### config.mk
export PLATFORM = sky130hd
export DESIGN_NAME = interval_histogram_counter_flat
export DESIGN_NICKNAME = d
export VERILOG_FILES = /design/src/ihc_pkg.sv /design/src/ihc_stream_if.sv /design/src/ihc_bin_cell.sv /design/src/ihc_miss_cell.sv /design/src/interval_histogram_counter.sv /design/src/flat_wrapper.sv
export SDC_FILE = /design/constraint.sdc
export NUM_CORES = 1
export LEC_CHECK = 0
export ABC_AREA = 0
export BUFFER_PORTS_ARGS = -buffer_cell sky130_fd_sc_hd__buf_2
export CAP_MARGIN = 20
export CORE_MARGIN = 1
export CORE_UTILIZATION = 30
export CTS_CLUSTER_DIAMETER = 50
export DETAILED_ROUTE_END_ITERATION = 7
export PLACE_DENSITY = 0.5
export SLEW_MARGIN = 10
export SYNTH_ARGS = -nofsm -noshare
export SYNTH_HDL_FRONTEND = slang
export SYNTH_SLANG_ARGS = --single-unit
### constraint.sdc
create_clock -name clk -period 14.4 [get_ports clk]
set_input_delay 1.44 -clock clk [delete_from_list [all_inputs] [get_ports clk]]
set_output_delay 1.44 -clock clk [all_outputs]
set_load 0.01 [all_outputs]
### src/ihc_pkg.sv
// Shared types and constants for the interval histogram counter.
`timescale 1ns / 1ps
package ihc_pkg;

  localparam int SAMPLE_W      = 16;
  localparam int COUNT_W       = 16;
  localparam int MAX_BINS      = 4;
  localparam int BIN_IDX_W     = 2;
  localparam int NUM_REGS      = 8;
  localparam int CFG_IDX_W     = 4;
  localparam int CFG_DATA_W    = 16;

  localparam int NUM_BINS_DEF    = 4;
  localparam int COUNT_BITS_DEF  = 16;
  localparam int SAMPLE_BITS_DEF = 16;

  typedef struct packed {
    logic signed [SAMPLE_W-1:0] sample_value;
  } ihc_in_t;

  typedef struct packed {
    logic [BIN_IDX_W-1:0] bin_hit;
    logic                 in_range;
    logic [COUNT_W-1:0]   count_bin0;
    logic [COUNT_W-1:0]   count_bin1;
    logic [COUNT_W-1:0]   count_bin2;
    logic [COUNT_W-1:0]   count_bin3;
    logic [COUNT_W-1:0]   miss_count;
  } ihc_out_t;

  typedef struct packed {
    logic                 valid;
    logic                 hit;
    logic [BIN_IDX_W-1:0] which;
  } ihc_ctl_t;

endpackage

### src/ihc_stream_if.sv
// Valid/ready stream channel carrying one payload per transfer.
`timescale 1ns / 1ps
interface ihc_stream_if #(
  parameter type payload_t = logic
);
  logic     valid;
  logic     ready;
  payload_t data;

  modport source (output valid, output data, input ready);
  modport sink (input valid, input data, output ready);
endinterface

### src/ihc_bin_cell.sv
// One bin of the chain: holds its counter and passes the sample token on.
`timescale 1ns / 1ps
module ihc_bin_cell #(
  parameter int INDEX       = 0,
  parameter int NUM_BINS    = ihc_pkg::NUM_BINS_DEF,
  parameter int COUNT_BITS  = ihc_pkg::COUNT_BITS_DEF,
  parameter int SAMPLE_BITS = ihc_pkg::SAMPLE_BITS_DEF
) (
  input  logic                         clk,
  input  logic                         rst,
  input  logic                         adv,
  input  logic [ihc_pkg::CFG_DATA_W-1:0] low_bound,
  input  logic [ihc_pkg::CFG_DATA_W-1:0] high_bound,
  input  logic [SAMPLE_BITS-1:0]       sample_in,
  input  ihc_pkg::ihc_ctl_t            ctl_in,
  input  logic [COUNT_BITS-1:0]        counts_in [NUM_BINS],
  output logic [SAMPLE_BITS-1:0]       sample_out,
  output ihc_pkg::ihc_ctl_t            ctl_out,
  output logic [COUNT_BITS-1:0]        counts_out [NUM_BINS]
);

  logic signed [SAMPLE_BITS-1:0] lo;
  logic signed [SAMPLE_BITS-1:0] hi;
  logic signed [SAMPLE_BITS-1:0] x;
  logic                          match;
  logic [COUNT_BITS-1:0]         count;
  logic [COUNT_BITS-1:0]         count_next;
  ihc_pkg::ihc_ctl_t             ctl_next;

  if (SAMPLE_BITS <= ihc_pkg::CFG_DATA_W) begin : g_narrow
    assign lo = low_bound[SAMPLE_BITS-1:0];
    assign hi = high_bound[SAMPLE_BITS-1:0];
  end else begin : g_wide
    assign lo = {{(SAMPLE_BITS - ihc_pkg::CFG_DATA_W){1'b0}}, low_bound};
    assign hi = {{(SAMPLE_BITS - ihc_pkg::CFG_DATA_W){1'b0}}, high_bound};
  end

  assign x = sample_in;

  always_comb begin
    match = ctl_in.valid && !ctl_in.hit && (hi >= lo) && (x >= lo) && (x <= hi);
    count_next = count;
    if (match && (count != {COUNT_BITS{1'b1}})) begin
      count_next = count + 1'b1;
    end
    ctl_next = ctl_in;
    if (match) begin
      ctl_next.hit   = 1'b1;
      ctl_next.which = ihc_pkg::BIN_IDX_W'(INDEX);
    end
  end

  always_ff @(posedge clk) begin
    if (rst) begin
      count   <= '0;
      ctl_out <= '0;
    end else if (adv) begin
      count   <= count_next;
      ctl_out <= ctl_next;
    end
  end

  always_ff @(posedge clk) begin
    if (adv) begin
      sample_out <= sample_in;
      for (int k = 0; k < NUM_BINS; k++) begin
        counts_out[k] <= (k == INDEX) ? count_next : counts_in[k];
      end
    end
  end

endmodule

### src/ihc_miss_cell.sv
// Last cell of the chain: out-of-range counter and the result register.
`timescale 1ns / 1ps
module ihc_miss_cell #(
  parameter int NUM_BINS   = ihc_pkg::NUM_BINS_DEF,
  parameter int COUNT_BITS = ihc_pkg::COUNT_BITS_DEF
) (
  input  logic                  clk,
  input  logic                  rst,
  input  logic                  adv,
  input  ihc_pkg::ihc_ctl_t     ctl_in,
  input  logic [COUNT_BITS-1:0] counts_in [NUM_BINS],
  output logic                  out_valid,
  output ihc_pkg::ihc_out_t     out_data
);

  logic [COUNT_BITS-1:0]       miss;
  logic [COUNT_BITS-1:0]       miss_next;
  logic [ihc_pkg::COUNT_W-1:0] cnt16 [ihc_pkg::MAX_BINS];
  logic [ihc_pkg::COUNT_W-1:0] miss16;

  for (genvar b = 0; b < ihc_pkg::MAX_BINS; b++) begin : g_cnt
    if (b >= NUM_BINS) begin : g_absent
      assign cnt16[b] = '0;
    end else if (COUNT_BITS >= ihc_pkg::COUNT_W) begin : g_trunc
      assign cnt16[b] = counts_in[b][ihc_pkg::COUNT_W-1:0];
    end else begin : g_ext
      assign cnt16[b] = {{(ihc_pkg::COUNT_W - COUNT_BITS){1'b0}}, counts_in[b]};
    end
  end

  if (COUNT_BITS >= ihc_pkg::COUNT_W) begin : g_miss_trunc
    assign miss16 = miss_next[ihc_pkg::COUNT_W-1:0];
  end else begin : g_miss_ext
    assign miss16 = {{(ihc_pkg::COUNT_W - COUNT_BITS){1'b0}}, miss_next};
  end

  always_comb begin
    miss_next = miss;
    if (ctl_in.valid && !ctl_in.hit && (miss != {COUNT_BITS{1'b1}})) begin
      miss_next = miss + 1'b1;
    end
  end

  always_ff @(posedge clk) begin
    if (rst) begin
      miss      <= '0;
      out_valid <= 1'b0;
    end else if (adv) begin
      miss      <= miss_next;
      out_valid <= ctl_in.valid;
    end
  end

  always_ff @(posedge clk) begin
    if (adv) begin
      out_data.bin_hit    <= ctl_in.hit ? ctl_in.which : '0;
      out_data.in_range   <= ctl_in.hit;
      out_data.count_bin0 <= cnt16[0];
      out_data.count_bin1 <= cnt16[1];
      out_data.count_bin2 <= cnt16[2];
      out_data.count_bin3 <= cnt16[3];
      out_data.miss_count <= miss16;
    end
  end

endmodule

### src/interval_histogram_counter.sv
// Interval histogram counter: chain of bin cells followed by the miss cell.
//
// Usage: each transfer on the samples channel carries one signed sample.
// The sample walks a chain of NUM_BINS bin cells, one cell per cycle while the chain advances; the
// first enabled bin whose inclusive interval holds it raises its counter.
// A final cell counts samples that no bin took and registers the result.
// Each result transfer gives the bin hit, the in-range flag, all bin counts
// and the miss count as they stand after that sample.
// Result valid is registered in the miss cell, behind the register of every bin cell;
// one sample is taken every cycle while results are drained.
// Bin bounds are written through cfg_we/cfg_index/cfg_data; the user must write them only while idle,
// which the block itself leaves unchecked; indexes beyond the register list are ignored.
// Reset clears all counters and the chain, sets every low bound to zero and
// every high bound to minus one, which leaves all bins disabled.
// When the receiver stalls with a result pending, the whole chain holds and
// samples.ready drops until that result is taken.
`timescale 1ns / 1ps
module interval_histogram_counter #(
  parameter int NUM_BINS    = ihc_pkg::NUM_BINS_DEF,
  parameter int COUNT_BITS  = ihc_pkg::COUNT_BITS_DEF,
  parameter int SAMPLE_BITS = ihc_pkg::SAMPLE_BITS_DEF
) (
  input  logic                           clk,
  input  logic                           rst,
  ihc_stream_if.sink                     samples,
  ihc_stream_if.source                   results,
  input  logic                           cfg_we,
  input  logic [ihc_pkg::CFG_IDX_W-1:0]  cfg_index,
  input  logic [ihc_pkg::CFG_DATA_W-1:0] cfg_data
);

  localparam int REG_SEL_W = $clog2(ihc_pkg::NUM_REGS);

  logic [ihc_pkg::CFG_DATA_W-1:0] bounds [ihc_pkg::NUM_REGS];
  logic                           adv;
  logic [SAMPLE_BITS-1:0]         sample_s [NUM_BINS+1];
  ihc_pkg::ihc_ctl_t              ctl_s [NUM_BINS+1];
  logic [COUNT_BITS-1:0]          counts_s [NUM_BINS+1][NUM_BINS];
  ihc_pkg::ihc_in_t               in_data;

  always_ff @(posedge clk) begin
    if (rst) begin
      for (int r = 0; r < ihc_pkg::NUM_REGS; r++) begin
        bounds[r] <= (r % 2 == 1) ? {ihc_pkg::CFG_DATA_W{1'b1}} : '0;
      end
    end else if (cfg_we && (cfg_index < ihc_pkg::CFG_IDX_W'(ihc_pkg::NUM_REGS))) begin
      bounds[cfg_index[REG_SEL_W-1:0]] <= cfg_data;
    end
  end

  assign adv           = !results.valid || results.ready;
  assign samples.ready = adv;
  assign in_data       = samples.data;

  if (SAMPLE_BITS <= ihc_pkg::SAMPLE_W) begin : g_narrow
    assign sample_s[0] = in_data.sample_value[SAMPLE_BITS-1:0];
  end else begin : g_wide
    assign sample_s[0] = {{(SAMPLE_BITS - ihc_pkg::SAMPLE_W){1'b0}}, in_data.sample_value};
  end

  assign ctl_s[0]    = '{valid: samples.valid, hit: 1'b0, which: '0};
  assign counts_s[0] = '{default: '0};

  for (genvar j = 0; j < NUM_BINS; j++) begin : g_bin
    ihc_bin_cell #(
      .INDEX       (j),
      .NUM_BINS    (NUM_BINS),
      .COUNT_BITS  (COUNT_BITS),
      .SAMPLE_BITS (SAMPLE_BITS)
    ) u_cell (
      .clk        (clk),
      .rst        (rst),
      .adv        (adv),
      .low_bound  (bounds[2*j]),
      .high_bound (bounds[2*j+1]),
      .sample_in  (sample_s[j]),
      .ctl_in     (ctl_s[j]),
      .counts_in  (counts_s[j]),
      .sample_out (sample_s[j+1]),
      .ctl_out    (ctl_s[j+1]),
      .counts_out (counts_s[j+1])
    );
  end

  ihc_miss_cell #(
    .NUM_BINS   (NUM_BINS),
    .COUNT_BITS (COUNT_BITS)
  ) u_miss (
    .clk       (clk),
    .rst       (rst),
    .adv       (adv),
    .ctl_in    (ctl_s[NUM_BINS]),
    .counts_in (counts_s[NUM_BINS]),
    .out_valid (results.valid),
    .out_data  (results.data)
  );

endmodule

### src/flat_wrapper.sv
// flat-port wrapper written by rule: the top's interface ports become plain ports
module interval_histogram_counter_flat import ihc_pkg::*;
#(
  parameter int NUM_BINS    = ihc_pkg::NUM_BINS_DEF,
  parameter int COUNT_BITS  = ihc_pkg::COUNT_BITS_DEF,
  parameter int SAMPLE_BITS = ihc_pkg::SAMPLE_BITS_DEF
)
  (clk, rst, cfg_we, cfg_index, cfg_data, samples_valid, samples_data, samples_ready, results_valid, results_data, results_ready);
  ihc_stream_if #(.payload_t(ihc_in_t)) samples_i ();
  ihc_stream_if #(.payload_t(ihc_out_t)) results_i ();
  input  logic clk;
  input  logic rst;
  input  logic cfg_we;
  input  logic [ihc_pkg::CFG_IDX_W-1:0] cfg_index;
  input  logic [ihc_pkg::CFG_DATA_W-1:0] cfg_data;
  input wire logic [$bits(samples_i.valid)-1:0] samples_valid;
  input wire logic [$bits(samples_i.data)-1:0] samples_data;
  output wire logic [$bits(samples_i.ready)-1:0] samples_ready;
  output wire logic [$bits(results_i.valid)-1:0] results_valid;
  output wire logic [$bits(results_i.data)-1:0] results_data;
  input wire logic [$bits(results_i.ready)-1:0] results_ready;
  assign samples_i.valid = samples_valid;
  assign samples_i.data = samples_data;
  assign samples_ready = samples_i.ready;
  assign results_valid = results_i.valid;
  assign results_data = results_i.data;
  assign results_i.ready = results_ready;
  interval_histogram_counter #(.NUM_BINS(NUM_BINS), .COUNT_BITS(COUNT_BITS), .SAMPLE_BITS(SAMPLE_BITS)) u_core (.clk(clk), .rst(rst), .samples(samples_i), .results(results_i), .cfg_we(cfg_we), .cfg_index(cfg_index), .cfg_data(cfg_data));
endmodule
==> results of run 1 <==
worst reg2reg max path, stage by stage (launching register included):
cell and delay, ns:
edfxtp_1 0.42, ha_1 0.34, a21o_1 0.18, a2111oi_2 0.38
o31ai_1 0.12, o31a_1 0.32, nor4_2 0.44, and2_1 0.64
nand2_1 0.31, mux2_1 0.41
layout make-up:
class                      count  area, um2  share of cell area [%]
clock inverter                37        374                    1.33
sequential                   513      14500                    51.3
inverter                     151        574                    2.04
timing repair buffer         136        723                    2.56
multi-input combinational   1235       8890                    31.5
antenna                        6       15.0                  0.0532
tap                         1050       1310                    4.66
clock buffer                  87       1850                    6.55
logic make-up after synthesis:
group	count (synthesis)
buffers and inverters	206
adder cells (fa/ha/maj)	197
flip-flops	513
AND/OR/NAND/NOR	666
AO/OA/AOI/OAI	251
XOR/XNOR	90
multiplexers	31
flip-flops by register name (all words and copies together), names as in the netlist:
register,cells
u_core.g_bin.u_cell.counts_out,160
u_core.g_bin.u_cell.ctl_out,13
u_core.g_bin.u_cell.count,64
u_core.bounds,128
u_core.g_bin.u_cell.sample_out,48
u_core.u_miss.out_data,83
u_core.u_miss.miss,16
u_core.u_miss.out_valid,1
per-layer routing:
metal / vias to the layer above / global-route usage (%)
li1: 7529 / -
met2: 282 / 21.1
met3: 101 / 2.62
met5: - / 0
met4: 0 / 5.25
met1: 7152 / 15.8
placed cells by master (no fill, tap or decap), drive strengths merged, types with 15 or more instances in the layout:
| cell type | synthesis | routed |
|---|---|---|
| buf | 13 | 136 |
| nor2b | 31 | 31 |
| ha | 197 | 197 |
| o31ai | 15 | 15 |
| nand3 | 60 | 60 |
| xor2 | 51 | 51 |
| o21ai | 43 | 43 |
| inv | 151 | 160 |
| or2 | 57 | 57 |
| xnor2 | 39 | 39 |
| or3 | 31 | 31 |
| nor3 | 28 | 28 |
| nand2b | 28 | 28 |
| nor4 | 32 | 32 |
| nand2 | 84 | 84 |
| dfxtp | 94 | 94 |
| and2 | 79 | 79 |
| or4 | 17 | 17 |
| clkinv | 0 | 18 |
| clkbuf | 42 | 87 |
| nor2 | 111 | 111 |
| nand4 | 65 | 65 |
| and3 | 19 | 19 |
| mux2 | 28 | 28 |
| edfxtp | 419 | 419 |
| a21oi | 108 | 108 |
power groups by stage:
stage	registers [mW]	clock network (mW)	logic, mW
3_3_place_gp	1.70	0	0.208
5_1_grt	1.68	1.76	0.243
4_1_cts	1.67	1.70	0.217
2_1_floorplan	1.70	0	0.138
6_report	1.67	1.64	0.213
3_5_place_dp	1.70	0	0.216
Yosys cell counts (12+ instances only):
cell and instances:
a21o_1 14, o21ai_0 40, nand3_1 58, edfxtp_1 419
a211oi_1 12, and3_1 19, mux2_2 17, inv_1 151
nor2b_1 31, and2_1 79, or4_1 16, xnor2_1 39
o31ai_1 15, ha_1 197, or2_2 55, or3_1 31
nand2b_1 28, nor2_1 111, xor2_1 51, nor4_1 31
nand2_1 82, nand4_1 65, a21oi_1 107, dfxtp_1 94
clkbuf_1 42, nor3_1 27
stage by stage:
| step | setup WS (ns) | area [um2] | hold WS, ns | utilization, % |
|---|---|---|---|---|
| 3_3_place_gp | 9.67 | 26000 | 0.401 | 32.7 |
| 5_1_grt | 9.85 | 28200 | 0.411 | 35.6 |
| 3_5_place_dp | 9.51 | 26000 | 0.405 | 32.7 |
| 6_report | 10.09 | 28200 | 0.406 | 35.6 |
| 2_1_floorplan | 3.01 | 24100 | 0.400 | - |
| 4_1_cts | 10.07 | 28200 | 0.402 | 35.6 |
worst paths after layout:
kind | from | to | slack (ns)
worst min-delay path | u_core.g_bin[0].u_cell.counts_out[58]$_DFFE_PP_ | u_core.g_bin[1].u_cell.counts_out[58]$_DFFE_PP_ | 0.41
worst max-delay path | results_ready | samples_ready | 10.09
worst max register to register | u_core.g_bin[2].u_cell.sample_out[13]$_DFFE_PP_ | u_core.g_bin[3].u_cell.counts_out[1]$_DFFE_PP_ | 10.61
worst min register to register | u_core.g_bin[0].u_cell.counts_out[58]$_DFFE_PP_ | u_core.g_bin[1].u_cell.counts_out[58]$_DFFE_PP_ | 0.41
==> results.toml, run 1 <==
[yosys]
avgSynthCellArea_um2 = 12.4
synth.yosys.seq_area_share_pct = 59.9
mappedNetlistArea_um2 = 24100
synthCells = 1954
ys_seq_elements = 513
synth_top_area_share_pct = 52.1
synth_edf_count = 419
muxShareOfSynthArea_pct = 1.45
synth_fp_nets = 2192
synth_top_family_by_area = "simple AND/OR/NAND/NOR gates"
ys.flop_type = "edfxtp_1"
yosysWarningCount = 0
synth_area_leaders = "edfxtp_1, ha_1, dfxtp_1, inv_1, a21oi_1"
synth-xor-area-share_pct = 3.27
synth-compound-area-share_pct = 6.59
synth_fa_ha_area_share_pct = 10.2
synthArstFlopShare_pct = 0
synth_area_leader_cell = "edfxtp_1"
yosys.area_share.simple_pct = 15.3
yosysUniqueCellTypes = 76

[timing]
finalMaxSlewViolations = 0
worst_pin_slew_ns = 1.16
fin_crit_ns = 4.31
min_period_over_period_pct = 29.9
finalSetupViolations = 0
finalHoldViolCount = 0
rsz0062_at_grt = "false"
finalSetupTns_ns = 0
slew_headroom_pct = 21.8
max_clock_freq_mhz = 232
skew_ns = 0.0287

[floorplan]
ios = 126
die_h_um = 286
start_util_pct = 30.5
num_rows = 103
die_x_um = 286
core_area_um2 = 79300
dieArea_um2 = 81600

[clocking]
post_cts_buffers = 0
htreeDepth = 3
cts_buffers = 68
hold_buffers = 0
cts_root_buf = "clkbuf_16"
clk_pin_slew_ns = 0.06
cts_resized = 0
cts_tree = "built"
clock_tree.buffer_depth = 3
clkLatencyLatePin_ns = 0.60
cts.sinks = 513

[placement]
io_buffers = 125
post-place-cells = 3084
gp_congestion = 0.876
dp_hpwl_mm = 37.3

[route]
ant_nets = 0
firstDrtPassIters = 4
dr_total_vias = 15100
met1_length_mm = 23.3
dr_wl_met2_mm = 25.0
vias_per_cell = 4.69
wl_per_cell_um = 16.1
drc_errors = 0
wl_met3_mm = 1.89
highest-signal-layer = "met4"
drt_iter0_markers = 695
drt-total-wl_mm = 51.9

[setup_path]
startpoint_type = "input port"
max_stage_delay_ns = 0.54
rr_worst_depth = 9
cp.buffers_inverters = 4
path_cells = "buf_2, nor2b_4, buf_4, inv_8, buf_2"
cp.required_ns = 12.96
cp_num_cells = 5
cp_common_cell = "buf_2"
crit_arrival_ns = 2.87
cp-end-kind = "output pin"
critPathMaxFanout = 78
cpLargestDelayFamily = "buffers and inverters"
cp_slowest_cell = "buf_4"
setup.worst_path.class = "in2out"

[global_route]
grt_pass1_vias = 15000
grt.overflow.total = 0
grt_antenna_before_repair = 2
grt_max_degree = 169
grt_pass1_wl_mm = 81.1
grt_usage_pct = 12.6

[cells_and_area]
layout.nets = 2343
syn2layout_area_growth_pct = 16.8
fillers = 7738
layout-drive-gt1-share_pct = 15.0
fin_cells = 3215

[pwr]
seqPwrFrac_pct = 47.4
finalPower_mw = 3.53
pwr-share-comb_pct = 6.0
p_int_mw = 2.73
clockPowerShare_pct = 46.6
ir_drop_mv = 0.0828
switchingPower_mw = 0.795
power.density_nw_per_um2 = 125
leakage_nw = 11.6
p_sw_share_pct = 22.5

[run]
max-cap-violations = 0

[min_path]
hold_class = "reg2reg"
whs_path_depth = 0

[run_status]
status = "finished, final reports clean"
Note: power is estimated with default switching activity, not from simulation.
==> inputs of run 2 (changes only) <==
Clock period 14.4 ns to 4.3 ns, I/O delays scaled along.
==> run 2 against run 1 <==
Compared with the run above: routed wire length is 3.6% higher; non-clock buffer count is 9 higher; utilization is 0.32 points higher; combinational power grew to 3.4 times the previous value.
==> results.toml, run 2 (synthesized netlist as in run 1, its figures left out) <==
[cells_and_area]
mostFrequentLayoutCells = "edfxtp_1, ha_1, inv_1"
top_regs = "u_core.g_bin.u_cell.counts_out x160, u_core.bounds x128, u_core.u_miss.out_data x83"
largest_register_ffs = 160
syn2layout_area_growth_pct = 17.9
regMostFlops = "u_core.g_bin.u_cell.counts_out"
final_common_cell = "edfxtp_1"
layout-drive-gt1-share_pct = 15.8
fillers = 7774
layout.nets = 2356

[floorplan]
dieArea_um2 = 81600
start_util_pct = 30.5
ios = 126
die_h_um = 286
num_rows = 103
core_area_um2 = 79300
die_x_um = 286

[setup_path]
setup.worst_path.class = "reg2reg"
cp.required_ns = 4.82
crit_arrival_ns = 4.11
startpoint_type = "flip-flop"
critPathMaxFanout = 21
cp-end-kind = "flip-flop"

[clocking]
cts.sinks = 513
clk_pin_slew_ns = 0.06
post_cts_buffers = 0
clock_tree.buffer_depth = 3
clkLatencyLatePin_ns = 0.60
hold_buffers = 0
cts_buffers = 72
htreeDepth = 3
cts_tree = "built"
cts_root_buf = "clkbuf_16"
cts_resized = 0

[timing]
max_clock_freq_mhz = 278
finalSetupViolations = 0
rsz0062_at_grt = "false"
min_period_over_period_pct = 83.6
skew_ns = 0.0285
finalMaxSlewViolations = 0
finalHoldViolCount = 0
worst_pin_slew_ns = 0.991
slew_headroom_pct = 33.9
setup_ws_ns = 0.704
fin_crit_ns = 3.60
finalSetupTns_ns = 0

[route]
firstDrtPassIters = 7
ant_nets = 0
drc_errors = 0
drt_iter0_markers = 859
wl_per_cell_um = 16.7
dr_total_vias = 15200
drt-total-wl_mm = 53.8
vias_per_cell = 4.72

[global_route]
grt.overflow.total = 0
grt_pass1_vias = 15500
grt_max_degree = 89
grt_antenna_before_repair = 1
grt_usage_pct = 13.2
grt_pass1_wl_mm = 84.5

[min_path]
hold_class = "in2reg"

[placement]
dp_hpwl_mm = 38.6
post-place-ws_ns = 0.692
io_buffers = 125
gp_congestion = 0.781

[run]
max-cap-violations = 0

[pwr]
power.density_nw_per_um2 = 430
ir_drop_mv = 0.314
leakage_nw = 11.8

[run_status]
status = "finished, final reports clean"
run 2: where the power goes:
part,internal [mW],switching (mW)
clock network,3.70,2.20
logic,0.267,0.456
registers,5.51,0.0866
total,9.47,2.75
run 2: layer usage:
metal	track usage, %	share of wire, %	up-vias
met3	2.43	3.6	96
met2	23.1	50	236
met1	16.2	44	7344
li1	-	-	7530
met5	0	0	-
met4	4.76	2.8	0
run 2: per-stage QoR:
stage | total power, mW | hold WS (ns) | instance area, um2 | std cells | utilization (%)
floorplan | 6.14 | 0.400 | 24100 | 1954 | -
global placement | 6.41 | 0.401 | 26000 | 3093 | 32.9
detailed placement | 6.43 | 0.405 | 26000 | 3093 | 32.9
CTS | 12.4 | 0.0175 | 28400 | 3222 | 35.9
global route | 12.7 | 0.0341 | 28400 | 3223 | 35.9
finish | 12.2 | 0.0593 | 28500 | 3225 | 35.9
run 2: final cells by class:
| cell class | count | area [um2] | area share, % |
|---|---|---|---|
| Timing Repair Buffer | 145 | 803 | 2.82 |
| Tap cell | 1050 | 1310 | 4.62 |
| Multi-Input combinational cell | 1235 | 8890 | 31.2 |
| Inverter | 151 | 574 | 2.02 |
| Clock buffer | 89 | 1930 | 6.78 |
| Sequential cell | 513 | 14500 | 50.8 |
| Clock inverter | 40 | 473 | 1.66 |
| Antenna cell | 2 | 5.00 | 0.0176 |
run 2: path summary, 6_finish.rpt:
path / from / to / slack [ns] / depth (start not counted)
setup reg to reg: u_core.bounds[7][6]$_SDFFCE_PN1P_ / u_core.g_bin[3].u_cell.count[5]$_SDFFE_PP0P_ / 0.70 / 9
hold / removal: samples_data[0] / u_core.g_bin[0].u_cell.sample_out[0]$_DFFE_PP_ / 0.06 / 1
hold reg to reg: u_core.g_bin[2].u_cell.counts_out[30]$_DFFE_PP_ / u_core.g_bin[3].u_cell.counts_out[30]$_DFFE_PP_ / 0.40 / 0
setup / recovery: u_core.bounds[7][6]$_SDFFCE_PN1P_ / u_core.g_bin[3].u_cell.count[5]$_SDFFE_PP0P_ / 0.70 / 9
run 2: critical path, cell delays in order, from the launching register on:
cell,delay (ns)
edfxtp_1,0.41
ha_1,0.35
a21oi_1,0.15
a21boi_1,0.09
o41ai_1,0.47
a21oi_1,0.15
nor4_2,0.46
nand4_1,0.70
or3_1,0.57
a21oi_1,0.15
==> inputs of run 3 (changes only) <==
Settings changed: ABC_AREA 0 to 1, PLACE_DENSITY 0.5 to 0.51.
Clock period 4.3 ns to 3.1 ns, I/O delays scaled along.
==> run 3 against run 2 <==
Compared with the run above: final area increased by 4.5%; non-clock buffer count up 37; setup slack got worse by 0.36 ns; sequential power rose by 42%; die area up 3.8%.
==> results.toml, run 3 <==
[pwr]
power.density_nw_per_um2 = 586
p_int_mw = 13.2
ir_drop_mv = 0.350
switchingPower_mw = 4.24
clockPowerShare_pct = 46.9
leakage_nw = 14.4
p_sw_share_pct = 24.4
pwr-share-comb_pct = 7.3
seqPwrFrac_pct = 45.7
finalPower_mw = 17.4

[route]
drt-total-wl_mm = 54.1
wl_per_cell_um = 14.0
dr_total_vias = 16800
drt_iter0_markers = 802
drc_errors = 0
vias_per_cell = 4.36
firstDrtPassIters = 4
ant_nets = 0

[yosys]
synth.most_common_cell = "nand2_1"
mappedNetlistArea_um2 = 25100
synth_fp_nets = 2772
synthArstFlopShare_pct = 0
synth.yosys.seq_area_share_pct = 57.7
synth_edf_count = 419
yosysUniqueCellTypes = 40
synth_area_leaders = "edfxtp_1, ha_1, nand2_1, dfxtp_1, inv_1"
synthCells = 2534
synth_common_cells = "nand2_1, inv_1, edfxtp_1"
avgSynthCellArea_um2 = 9.89
yosysWarningCount = 0
ys_seq_elements = 513
synth_area_leader_cell = "edfxtp_1"
synth_top_area_share_pct = 50.2
ys.flop_type = "edfxtp_1"

[cells_and_area]
n_antenna_cell = 0
utilization_pct = 36.1
syn2layout_area_growth_pct = 18.6
mostFrequentLayoutCells = "nand2_1, inv_1, edfxtp_1"
regMostFlops = "u_core.g_bin.u_cell.counts_out"
layout-drive-gt1-share_pct = 12.0
final_common_cell = "nand2_1"
finalInstanceArea_um2 = 29700
largest_register_ffs = 160
top_regs = "u_core.g_bin.u_cell.counts_out x160, u_core.bounds x128, u_core.u_miss.out_data x83"
layout.nets = 2977

[clocking]
hold_buffers = 17
cts.sinks = 513
cts_root_buf = "clkbuf_16"
post_cts_buffers = 0
cts_buffers = 71
cts_resized = 0
htreeDepth = 3
clk_pin_slew_ns = 0.06
clock_tree.buffer_depth = 3
clkLatencyLatePin_ns = 0.62
cts_tree = "built"

[timing]
fin_crit_ns = 2.76
finalSetupTns_ns = 0
max_clock_freq_mhz = 363
rsz0062_at_grt = "false"
min_period_over_period_pct = 88.9
slew_headroom_pct = 47.8
finalMaxSlewViolations = 0
finalSetupViolations = 0
finalHoldViolCount = 0
skew_ns = 0.0322
worst_pin_slew_ns = 0.782

[setup_path]
startpoint_type = "flip-flop"
critPathMaxFanout = 22
crit_arrival_ns = 3.13
cp-startpoint = "u_core.g_bin[1].u_cell.sample_out[15]$_DFFE_PP_"
cp-end-kind = "flip-flop"
ff2ff_setup_slack_ns = 0.34
setup.worst_path.class = "reg2reg"
reg2reg_to = "u_core.g_bin[2].u_cell.counts_out[19]$_DFFE_PP_"
cp.required_ns = 3.47
r2r-start = "u_core.g_bin[1].u_cell.sample_out[15]$_DFFE_PP_"
rr_worst_depth = 13

[min_path]
min_from = "cfg_data[10]"
hold_class = "in2reg"
holdPathEnd = "u_core.bounds[5][10]$_SDFFCE_PN1P_"
whs_path_depth = 3

[floorplan]
dieArea_um2 = 84700
core_area_um2 = 82400
num_rows = 105
ios = 126
start_util_pct = 30.4
die_h_um = 291
die_x_um = 291

[global_route]
grt_usage_pct = 13.0
grt_pass1_vias = 16600
grt.overflow.total = 0
grt_max_degree = 113
grt_antenna_before_repair = 0
grt_pass1_wl_mm = 87.9

[run]
max-cap-violations = 0

[placement]
dp_hpwl_mm = 39.4
io_buffers = 125
place_area_um2 = 27200
gp_congestion = 0.794

[run_status]
status = "finished, final reports clean"
[run 3: cell types whose count changed in the layout (fill, tap and decap cells not counted), sizes merged, moves of 28 or more]
cell and change:
nor2b -31, or2 -57, nand2 +498, or3 -31, nand3 +140, nand4 -37
and2 -79, inv +329, o21ai +65, nand2b -28, mux2 -28, nor2 +71
[run 3: logic make-up after synthesis]
| family | after synthesis | synth area share (%) |
|---|---|---|
| XOR/XNOR | 40 | 1.40 |
| flip-flops | 513 | 57.7 |
| AND/OR/NAND/NOR | 1033 | 18.0 |
| adder cells (fa/ha/maj) | 197 | 9.83 |
| buffers and inverters | 525 | 8.14 |
| AO/OA/AOI/OAI | 226 | 4.90 |
[run 3: critical path, cell delays in order (launching register included)]
cell and delay, ns:
edfxtp_1 0.45, ha_1 0.33, nand2_1 0.10, nor4_2 0.39, nand2_1 0.12, nand2_1 0.08, nand2_1 0.05, nand3_1 0.13
nand2_1 0.15, nor2_8 0.15, buf_4 0.28, nand3_1 0.10, nand2_1 0.10, inv_1 0.05
[run 3: per-layer routing]
metal	part of all wire [%]	vias up	global-route usage, %
met5	0	-	0
met2	47	219	21.9
met1	47	7762	16.8
met3	3.4	92	2.30
li1	-	8769	-
met4	2.7	0	4.56
[run 3: power groups by stage]
stage	clock [mW]	combinational (mW)	sequential [mW]
floorplan	0	0.835	8.09
global placement	0	1.27	8.10
detailed placement	0	1.28	8.11
CTS	8.43	1.31	7.97
global route	8.70	1.50	8.00
finish	8.17	1.28	7.97
[run 3: final cells by class]
class / instances / area [um2]
fillers: 8223 / 52600
clock inverters: 46 / 552
clock buffers: 83 / 1850
inverters: 475 / 1790
well taps: 1070 / 1340
multi-input cells: 1496 / 8570
repair buffers: 182 / 1170
flip-flops and latches: 513 / 14500
[run 3: per-stage QoR]
stage / instances / worst slack, ns / hold WS [ns]
detailed placement: 3719 / 0.295 / 0.405
floorplan: 2534 / 0.329 / 0.379
global placement: 3719 / 0.312 / 0.400
CTS: 3865 / 0.269 / 0.114
global route: 3865 / 0.00635 / 0.160
finish: 3865 / 0.343 / 0.147
[run 3: how the worst max path moves through the flow]
stage | endpoint | slack, ns
4_1_cts | u_core.g_bin[1].u_cell.count[4]$_SDFFE_PP0P_ | 0.27
3_5_place_dp | u_core.g_bin[1].u_cell.count[0]$_SDFFE_PP0P_ | 0.29
3_3_place_gp | u_core.g_bin[1].u_cell.count[13]$_SDFFE_PP0P_ | 0.31
6_report | u_core.g_bin[2].u_cell.counts_out[19]$_DFFE_PP_ | 0.34
2_1_floorplan | u_core.g_bin[0].u_cell.counts_out[48]$_DFFE_PP_ | 0.33
5_1_grt | u_core.g_bin[3].u_cell.counts_out[4]$_DFFE_PP_ | 0.006
